### src/design/dns_query_name_extractor_unit_macros.svh
// Assertion macros for the DNS query name extractor.
// Included by the top level; no other dependencies.
`ifndef DNS_QUERY_NAME_EXTRACTOR_UNIT_MACROS_SVH
`define DNS_QUERY_NAME_EXTRACTOR_UNIT_MACROS_SVH

// Antecedent implies consequent in the same cycle.
`define DQNE_ASSERT_SAME(name, clk, rstn, ante, cons) \
    name: assert property (@(posedge clk) disable iff (!(rstn)) (ante) |-> (cons)) \
        else $error("same-cycle check failed");

// Antecedent implies consequent in the next cycle.
`define DQNE_ASSERT_NEXT(name, clk, rstn, ante, cons) \
    name: assert property (@(posedge clk) disable iff (!(rstn)) (ante) |=> (cons)) \
        else $error("next-cycle check failed");

`endif

### src/design/dqne_pkg.sv
// Shared types and constants for the DNS query name extractor.
// No dependencies.
package dqne_pkg;

    localparam int unsigned HEADER_BYTES = 12;

    localparam logic [1:0] KIND_CHAR   = 2'd0;
    localparam logic [1:0] KIND_END    = 2'd1;
    localparam logic [1:0] KIND_STATUS = 2'd2;

    localparam logic [1:0] STATUS_IGNORED      = 2'd0;
    localparam logic [1:0] STATUS_INCOMPATIBLE = 2'd1;
    localparam logic [1:0] STATUS_PROCESSED    = 2'd2;

    localparam logic [1:0] REG_WANTED_CLASS  = 2'd0;
    localparam logic [1:0] REG_WANTED_TYPE_1 = 2'd1;
    localparam logic [1:0] REG_WANTED_TYPE_2 = 2'd2;

    localparam logic [7:0] DOT_CHAR = 8'h2E;

    typedef struct packed {
        logic [1:0]  result_kind;
        logic [7:0]  name_char;
        logic [15:0] question_type;
        logic        keep_question;
        logic [1:0]  packet_status;
        logic        last_of_item;
    } result_t;

endpackage

### src/design/dns_query_name_extractor_unit.sv
// DNS query name extractor: 3-entry result queue after the per-byte parser.
// A byte's results are registered into the queue when the byte is accepted.
// Throughput: one byte per cycle while m_tready is high and each byte makes at
// most one result; s_tready is low while more than one result is queued.
// Reset: aresetn synchronous, active low; parser state cleared, registers at defaults.
// Depends on dqne_pkg and dns_query_name_extractor_unit_macros.svh.
`include "dns_query_name_extractor_unit_macros.svh"

module dns_query_name_extractor_unit (
    input  logic        aclk,
    input  logic        aresetn,
    // input item
    input  logic        s_tvalid,
    output logic        s_tready,
    input  logic [7:0]  s_tdata,   // [7:0] data_byte
    input  logic        s_tlast,   // last_byte
    input  logic        s_tuser,   // outgoing
    // result item
    output logic        m_tvalid,
    input  logic        m_tready,
    output logic [31:0] m_tdata,   // [7:0] name_char, [23:8] question_type,
                                   // [24] keep_question, [26:25] packet_status
    output logic        m_tlast,   // last_of_item
    output logic [1:0]  m_tuser,   // result_kind
    // configuration
    input  logic        psel,
    input  logic        penable,
    input  logic        pwrite,
    input  logic [3:0]  paddr,
    input  logic [31:0] pwdata,
    output logic [31:0] prdata,
    output logic        pready
);

    typedef enum logic [2:0] {
        PH_HEADER,
        PH_LENGTH,
        PH_LABEL,
        PH_TAIL,
        PH_DONE
    } phase_t;

    // configuration registers
    logic [15:0] wanted_class_reg, wanted_type_first_reg, wanted_type_second_reg;
    logic        cfg_write;

    assign pready    = 1'b1;
    assign cfg_write = psel && penable && pwrite && pready;

    always_ff @(posedge aclk) begin
        if (!aresetn) begin
            wanted_class_reg       <= 16'd1;
            wanted_type_first_reg  <= 16'd1;
            wanted_type_second_reg <= 16'd28;
        end else if (cfg_write) begin
            unique case (paddr[3:2])
                dqne_pkg::REG_WANTED_CLASS:  wanted_class_reg       <= pwdata[15:0];
                dqne_pkg::REG_WANTED_TYPE_1: wanted_type_first_reg  <= pwdata[15:0];
                dqne_pkg::REG_WANTED_TYPE_2: wanted_type_second_reg <= pwdata[15:0];
                default: ;
            endcase
        end
    end

    always_comb begin
        unique case (paddr[3:2])
            dqne_pkg::REG_WANTED_CLASS:  prdata = {16'd0, wanted_class_reg};
            dqne_pkg::REG_WANTED_TYPE_1: prdata = {16'd0, wanted_type_first_reg};
            dqne_pkg::REG_WANTED_TYPE_2: prdata = {16'd0, wanted_type_second_reg};
            default:                     prdata = 32'd0;
        endcase
    end

    // parser state
    phase_t      phase_reg, phase_next;
    logic [3:0]  hpos_reg, hpos_next;
    logic [15:0] qleft_reg, qleft_next;
    logic [7:0]  lbl_reg, lbl_next;
    logic        first_reg, first_next;
    logic [1:0]  tpos_reg, tpos_next;
    logic [15:0] type_reg, type_next;
    logic [7:0]  class_reg, class_next;
    logic        wanted_reg, wanted_next;
    logic        outgoing_reg, outgoing_next;
    logic        start_reg, start_next;

    // queue
    dqne_pkg::result_t q_reg [3];
    dqne_pkg::result_t q_next [3];
    logic [1:0]        cnt_reg, cnt_next;

    logic              s_accept, pop;
    logic              has_rec;
    dqne_pkg::result_t rec, stat_rec, r0, r1;
    logic [1:0]        n_res;
    logic [15:0]       qdec;
    logic [7:0]        ldec;
    logic              keep;

    assign s_tready = (cnt_reg <= 2'd1);
    assign s_accept = s_tvalid && s_tready;
    assign pop      = m_tvalid && m_tready;

    always_comb begin
        // start of packet clears per-packet state
        phase_next    = start_reg ? PH_HEADER : phase_reg;
        hpos_next     = start_reg ? 4'd0 : hpos_reg;
        qleft_next    = start_reg ? 16'd0 : qleft_reg;
        lbl_next      = start_reg ? 8'd0 : lbl_reg;
        first_next    = start_reg ? 1'b1 : first_reg;
        tpos_next     = start_reg ? 2'd0 : tpos_reg;
        type_next     = start_reg ? 16'd0 : type_reg;
        class_next    = start_reg ? 8'd0 : class_reg;
        wanted_next   = start_reg ? 1'b0 : wanted_reg;
        outgoing_next = start_reg ? s_tuser : outgoing_reg;
        start_next    = 1'b0;

        has_rec = 1'b0;
        rec     = '0;
        qdec    = qleft_next - 16'd1;
        ldec    = lbl_next - 8'd1;
        keep    = outgoing_next && wanted_next
                  && ({class_next, s_tdata} == wanted_class_reg)
                  && (type_next == wanted_type_first_reg
                      || type_next == wanted_type_second_reg);

        unique case (phase_next)
            PH_HEADER: begin
                if (hpos_next == 4'd2) begin
                    wanted_next = !s_tdata[7] && (s_tdata[6:3] == 4'd0);
                end else if (hpos_next == 4'd4) begin
                    qleft_next = {s_tdata, 8'd0};
                end else if (hpos_next == 4'd5) begin
                    qleft_next = {qleft_next[15:8], s_tdata};
                end
                if (hpos_next == 4'(dqne_pkg::HEADER_BYTES - 1)) begin
                    hpos_next  = 4'd0;
                    first_next = 1'b1;
                    phase_next = (qleft_next == 16'd0) ? PH_DONE : PH_LENGTH;
                end else begin
                    hpos_next = hpos_next + 4'd1;
                end
            end
            PH_LENGTH: begin
                if (s_tdata == 8'd0) begin
                    phase_next = PH_TAIL;
                    tpos_next  = 2'd0;
                    first_next = 1'b1;
                end else begin
                    if (!first_next && outgoing_next) begin
                        has_rec        = 1'b1;
                        rec.result_kind = dqne_pkg::KIND_CHAR;
                        rec.name_char   = dqne_pkg::DOT_CHAR;
                    end
                    first_next = 1'b0;
                    lbl_next   = s_tdata;
                    phase_next = PH_LABEL;
                end
            end
            PH_LABEL: begin
                if (outgoing_next) begin
                    has_rec         = 1'b1;
                    rec.result_kind = dqne_pkg::KIND_CHAR;
                    rec.name_char   = s_tdata;
                end
                lbl_next = ldec;
                if (ldec == 8'd0) begin
                    phase_next = PH_LENGTH;
                end
            end
            PH_TAIL: begin
                unique case (tpos_next)
                    2'd0: type_next  = {s_tdata, 8'd0};
                    2'd1: type_next  = {type_next[15:8], s_tdata};
                    2'd2: class_next = s_tdata;
                    default: begin
                        if (outgoing_next) begin
                            has_rec           = 1'b1;
                            rec.result_kind   = dqne_pkg::KIND_END;
                            rec.question_type = type_next;
                            rec.keep_question = keep;
                        end
                        qleft_next = qdec;
                        phase_next = (qdec == 16'd0) ? PH_DONE : PH_LENGTH;
                    end
                endcase
                tpos_next = tpos_next + 2'd1;
            end
            default: ;
        endcase

        stat_rec              = '0;
        stat_rec.result_kind  = dqne_pkg::KIND_STATUS;
        stat_rec.last_of_item = 1'b1;
        if (!outgoing_next) begin
            stat_rec.packet_status = dqne_pkg::STATUS_IGNORED;
        end else if (phase_next != PH_DONE) begin
            stat_rec.packet_status = dqne_pkg::STATUS_INCOMPATIBLE;
        end else begin
            stat_rec.packet_status = dqne_pkg::STATUS_PROCESSED;
        end
        if (s_tlast) begin
            start_next = 1'b1;
        end

        rec.last_of_item = !s_tlast;
        r1               = stat_rec;
        if (has_rec) begin
            r0    = rec;
            n_res = s_tlast ? 2'd2 : 2'd1;
        end else begin
            r0    = stat_rec;
            n_res = s_tlast ? 2'd1 : 2'd0;
        end
    end

    // queue update: shift on pop, then append this byte's results
    logic [1:0] base;

    always_comb begin
        base      = pop ? (cnt_reg - 2'd1) : cnt_reg;
        q_next[0] = pop ? q_reg[1] : q_reg[0];
        q_next[1] = pop ? q_reg[2] : q_reg[1];
        q_next[2] = q_reg[2];
        cnt_next  = base;
        if (s_accept) begin
            if (n_res != 2'd0) begin
                q_next[base] = r0;
            end
            if (n_res == 2'd2) begin
                q_next[base + 2'd1] = r1;
            end
            cnt_next = base + n_res;
        end
    end

    always_ff @(posedge aclk) begin
        if (!aresetn) begin
            cnt_reg      <= 2'd0;
            phase_reg    <= PH_HEADER;
            hpos_reg     <= 4'd0;
            qleft_reg    <= 16'd0;
            lbl_reg      <= 8'd0;
            first_reg    <= 1'b1;
            tpos_reg     <= 2'd0;
            type_reg     <= 16'd0;
            class_reg    <= 8'd0;
            wanted_reg   <= 1'b0;
            outgoing_reg <= 1'b0;
            start_reg    <= 1'b1;
        end else begin
            cnt_reg <= cnt_next;
            if (s_accept) begin
                phase_reg    <= phase_next;
                hpos_reg     <= hpos_next;
                qleft_reg    <= qleft_next;
                lbl_reg      <= lbl_next;
                first_reg    <= first_next;
                tpos_reg     <= tpos_next;
                type_reg     <= type_next;
                class_reg    <= class_next;
                wanted_reg   <= wanted_next;
                outgoing_reg <= outgoing_next;
                start_reg    <= start_next;
            end
        end
    end

    always_ff @(posedge aclk) begin
        q_reg[0] <= q_next[0];
        q_reg[1] <= q_next[1];
        q_reg[2] <= q_next[2];
    end

    assign m_tvalid = (cnt_reg != 2'd0);
    assign m_tuser  = q_reg[0].result_kind;
    assign m_tlast  = q_reg[0].last_of_item;
    assign m_tdata  = {5'd0, q_reg[0].packet_status, q_reg[0].keep_question,
                       q_reg[0].question_type, q_reg[0].name_char};

    `DQNE_ASSERT_SAME(a_status_is_last, aclk, aresetn,
        m_tvalid && (m_tuser == dqne_pkg::KIND_STATUS), m_tlast)
    `DQNE_ASSERT_NEXT(a_last_byte_restarts, aclk, aresetn,
        s_accept && s_tlast, start_reg)
    `DQNE_ASSERT_NEXT(a_single_pop_drains, aclk, aresetn,
        pop && !s_accept && (cnt_reg == 2'd1), !m_tvalid)

endmodule
### config.mk
export PLATFORM = sky130hd
export DESIGN_NAME = dns_query_name_extractor_unit
export DESIGN_NICKNAME = d
export VERILOG_FILES = /design/src/design/dqne_pkg.sv /design/src/design/dns_query_name_extractor_unit.sv
export VERILOG_INCLUDE_DIRS = /design/src /design/src/design
export SDC_FILE = /design/constraint.sdc
export NUM_CORES = 1
export LEC_CHECK = 0
export BUFFER_PORTS_ARGS = -buffer_cell sky130_fd_sc_hd__clkbuf_2
export CAP_MARGIN = 20
export CORE_MARGIN = 3
export CORE_UTILIZATION = 30
export CTS_CLUSTER_DIAMETER = 100
export DETAILED_ROUTE_END_ITERATION = 10
export PLACE_DENSITY = 0.49
export SLEW_MARGIN = 20
export SYNTH_ARGS = -nofsm -noshare
export SYNTH_HDL_FRONTEND = slang
export SYNTH_SLANG_ARGS = --single-unit
### constraint.sdc
create_clock -name aclk -period 6.3 [get_ports aclk]
set_clock_uncertainty 0.2 [all_clocks]
set_input_delay 0.945 -clock aclk [delete_from_list [all_inputs] [get_ports aclk]]
set_output_delay 0.945 -clock aclk [all_outputs]
set_load 0.02 [all_outputs]
# Word level (Yosys, flattened, before mapping)

Memory sizes are Yosys's and may differ from the RTL's.
Index checks and enable logic that the tools add are counted.

Add/subtract/negate cells: 7
$lt $le $gt $ge: 5
Equality and inequality tests: 16
Mux-type cells: 75
Bitwise gates (word level): 2
Reduce and logical (&&, ||, !) cells: 29

Operators with widths:

| kind                  | count |
|---|---|
| $mux 90               | 4 |
| $bwmux 90             | 2 |
| $mux 30               | 5 |
| $demux 30 s2          | 2 |
| $mux 16               | 7 |
| $pmux 16 s2           | 2 |
| $mux 8                | 7 |
| $mux 17               | 3 |
| $eq 16x16->1          | 3 |
| $pmux 16 s3           | 1 |
| $logic_not 16->1      | 2 |
| $pmux 8 s2            | 2 |
| $mux 2                | 9 |
| $mux 3                | 6 |
| $logic_not 8->1       | 2 |
| $sub 16x1->16 const B | 1 |
| $mux 1                | 15 |
| $mux 4                | 3 |
| $pmux 3 s4            | 1 |
| $logic_and 1x1->1     | 11 |
| $mux 10               | 1 |
| $eq 4x3->1 const B    | 2 |
| $sub 8x1->8 const B   | 1 |
| $eq 2x2->1 const B    | 3 |
| other kinds (27)      | 39 |

Bits in registers: 111
Memory bits (writable): 90
Bits of input ports: 53
Memories kept: 1

Memories:

| name  | words | width | read ports | clocked after memory_dff | write ports | line                                | text |
|---|---|---|---|---|---|---|---|
| q_reg | 3     | 30    | 3          | 0                        | 3           | dns_query_name_extractor_unit.sv:88 | `dqne_pkg::result_t q_reg [3];` |

# Longest topological paths before layout

Word-level depth: 20
Gate-level depth with buffers: 18

# Worst setup path after synthesis

OpenSTA, ideal clock, no wires.

Kind: reg-to-reg
Start: reg start_reg
End: mem q_reg[0][10] (netlist name)
Library setup time: 0.134 ns
Arrival: 3.499 ns
Required time: 5.966 ns
Setup slack: 2.468 ns
Cell stages (with the launch flop): 17
Buffers on the path: 5
Period minus slack after synthesis: 3.832 ns
Path through: dfxtp_1 -> inv_1 -> clkbuf_1 -> buf_1 -> clkbuf_1 -> nand2_1 -> inv_1 -> ha_1 -> clkbuf_1 -> o21ai_0 -> o31ai_1 -> inv_1 -> ha_1 -> or3_1 -> a21oi_2 -> clkbuf_1 -> o22ai_1

RTL lines:

| element                | line                                 | text |
|---|---|---|
| from (decl)            | dns_query_name_extractor_unit.sv:85  | `logic start_reg, start_next;` |
| from (signal assigned) | dns_query_name_extractor_unit.sv:264 | `start_reg <= start_next;` |
| to (decl)              | dns_query_name_extractor_unit.sv:88  |  |

==> reports/qor.csv <==
stage,metric,value,unit
run_status,status,finished clean,
power,Static Leak,0.004713,uW
routing,DRT Pass-1 Iters,5,
placed_design,GPL Wtd Cong,0.8199,
timing,Final Hold Fails,0,
die,Top Ports,123,
setup_path,FF-to-FF setup slack,2.55,ns
clock_tree,CTS root buffer,clkbuf_16,
global_routing,number of global-route vias before repair,9806,
global_routing,first-pass GRT wire length,57190,microns
setup_path,crit end category,register,
timing,min cycle time layout,3.839,ns
global_routing,met2 Resource Use GR,26.57,%
clock_tree,Resized cells post-CTS,0,
timing,Total Neg Setup Slack,0,ns
die,Die Span Y,204.3,microns
synthesis,Post-Synthesis Cell Area,11790,sq um
synthesis,register area share after synthesis,36.67,%
layout,max FFs per register,90,
power,power density over the cells,362.8,nW/um^2
timing,Worst Slack Setup Final,2.461,ns
timing,fin. max-slew vios,0,
layout,Fillers,4093,
synthesis,Post-synth top flop,dfxtp_1,
synthesis,Post-synth EDFFs,30,
global_routing,GR Util met1,25.08,%
die,Die Area,41720,sq um
layout,layout cells sized above 1,10.84,%
die,Die Span X,204.3,microns
placed_design,detailed placement HPWL,23740,microns
setup_path,CP Launch Type,input port,
clock_tree,Clock transition at path regs,0.06,ns
global_routing,Tot GR Track Use,17.00,%
clock_tree,postcts setup bufs,0,
worst_hold_path,HP Class,reg2reg,
timing,RSZ-0062 raised after global routing,false,
timing,crit share post-route,60.94,%
synthesis,Synth Instances,1469,
timing,Slew headroom,29.83,%
clock_tree,CTS tree,built,
clock_tree,clock latency on the worst-skew pair,0.53,ns
synthesis,number of warnings issued by yosys,0,
timing,worst-margin pin slew,1.053,ns
synthesis,ys async rst share,0,%
global_routing,grt total ovfl,0,
die,Initial Util,30.87,%
routing,post-route ant nets,0,
layout,Nets,1520,
setup_path,"Max FO, Critical Path",39,
flow_run,max-cap viol count,0,
global_routing,Top Usage Layer GRT,met2,
clock_tree,clock sinks,201,
placed_design,pre-CTS setup slack,1.862,ns
die,num rows,71,
synthesis,Seq cells post-synth,201,
synthesis,largest family of logic cells by synthesized area,simple AND/OR/NAND/NOR gates,
setup_path,CP Class,in2reg,
layout,Ant. Diodes,0,
setup_path,CP Data Required Time,6.52,ns
setup_path,WP data arrival,4.06,ns
synthesis,complex-gate fraction of the synthesized area,21.51,%
routing,Initial DRC Count,739,
clock_tree,Num CTS Buffers,24,
synthesis,Synth Area per Inst,8.027,sq um
timing,setup violators final,0,
timing,final hold slack,0.2970,ns
global_routing,largest net degree at the start of global routing,112,
layout,storage element area,4325,sq um
clock_tree,CTS Hold Bufs,0,
global_routing,initial antenna violation count,1,
synthesis,Unique masters post-synth,73,
global_routing,Global Route met3 Usage,1.847,%
timing,Max Fclk,0.2605,GHz
power,worst vdd ir,0.1584,mV
clock_tree,CTS Buffer Depth,3,
routing,DR vias,10550,
routing,vias per cell,5.336,
routing,total wire length,36750,microns
die,Core Area,38200,sq um
synthesis,Synth Area in Simple Gates,22.94,%
placed_design,# port buffers,82,
synthesis,post-synthesis xor/xnor area fraction,3.045,%
power,Tot Pwr,4728,uW
routing,drt wl/cell,18.58,microns
clock_tree,H-tree Lvls,1,
synthesis,adder-cell share of the synthesized area,1.804,%
synthesis,mux contribution to synthesized area,6.038,%
layout,multi-input logic area,6629,sq um
routing,# DRC,0,
layout,Layout Area Growth over Synthesis,10.53,%
[final timing paths]
| check | start | to | cells past startpoint |
|---|---|---|---|
| min reg2reg | wanted_reg | wanted_reg | 2 |
| max reg2reg | phase_reg[0] | q_reg[0][59] | 11 |
| min | wanted_reg | wanted_reg | 2 |
| max | s_tdata[3] | q_reg[0][59] | 10 |
[report_power, final]
part           internal, uW  total [uW]  switching (uW)
clock                   820        1390             567
sequential             1640        1830             184
combinational           566        1510             946
[cell type report]
class / count / share of cell area [%]
flip-flops and latches: 201 / 33.19
well taps: 511 / 4.906
clock inverters: 9 / 0.8353
repair buffers: 103 / 4.359
multi-input cells: 1095 / 50.86
clock buffers: 34 / 5.127
inverters: 25 / 0.7200
[cell usage in the layout (no fill, tap or decap), types with 30 or more instances in the layout]
master      n
nand2_1   244
dfxtp_1   170
nor2_1     97
clkbuf_2   82
mux2i_1    70
a21oi_1    70
o21ai_0    67
a21boi_0   50
nand3_1    49
nor2b_1    44
o22ai_1    42
xnor2_1    35
a22oi_1    35
edfxtp_1   30
[metrics by stage]
| stage | instance area (sq um) | util [%] | instances |
|---|---|---|---|
| detailed placement | 12260 | 32.08 | 1935 |
| global route | 13030 | 34.12 | 1978 |
| CTS | 13030 | 34.12 | 1978 |
| finish | 13030 | 34.12 | 1978 |
| floorplan | 11870 | - | 1489 |
| global placement | 12260 | 32.08 | 1935 |
[cells by family after synthesis]
group,Yosys count
other cells,2
compound gates,384
mux,71
buf+inv,193
flops,201
fa+ha+maj,17
simple gates,560
xor+xnor,41
[synth_stat cells, drive strengths merged, types with 8 or more instances]
master / number / area [sq um]
nand2: 244 / 915.9
dfxtp: 171 / 3423
clkbuf: 101 / 379.1
nor2: 98 / 367.9
a21oi: 71 / 359.1
mux2i: 70 / 700.7
o21ai: 70 / 350.3
buf: 67 / 461.7
a21boi: 50 / 375.4
nand3: 49 / 245.2
nor2b: 45 / 281.5
o22ai: 42 / 262.8
a22oi: 35 / 262.8
xnor2: 35 / 306.5
edfxtp: 30 / 900.9
a31oi: 24 / 150.1
inv: 24 / 90.09
nor3: 23 / 125.1
nor4bb: 20 / 200.2
o32ai: 19 / 166.4
ha: 17 / 212.7
a211oi: 14 / 105.1
and3: 13 / 81.33
nand4: 13 / 81.33
a21o: 11 / 82.58
or3: 11 / 73.82
and2: 8 / 50.05
[metal layers]
metal | up-vias | wire [microns]
met5 | - | 0
met4 | 0 | 647
met3 | 42 | 1808
met2 | 275 | 16360
met1 | 5100 | 17930
li1 | 5137 | -
[worst max-delay path, cell delays in order]
cell and delay [ns]:
clkbuf_2 0.32, or4_1 0.61, o21ai_1 0.27, o31ai_1 0.19, inv_1 0.16, ha_1 0.27
nand2b_1 0.16, or2_2 0.67, a31oi_1 0.13, or2_2 0.30
No activity file was read; power rests on OpenSTA's default activity.
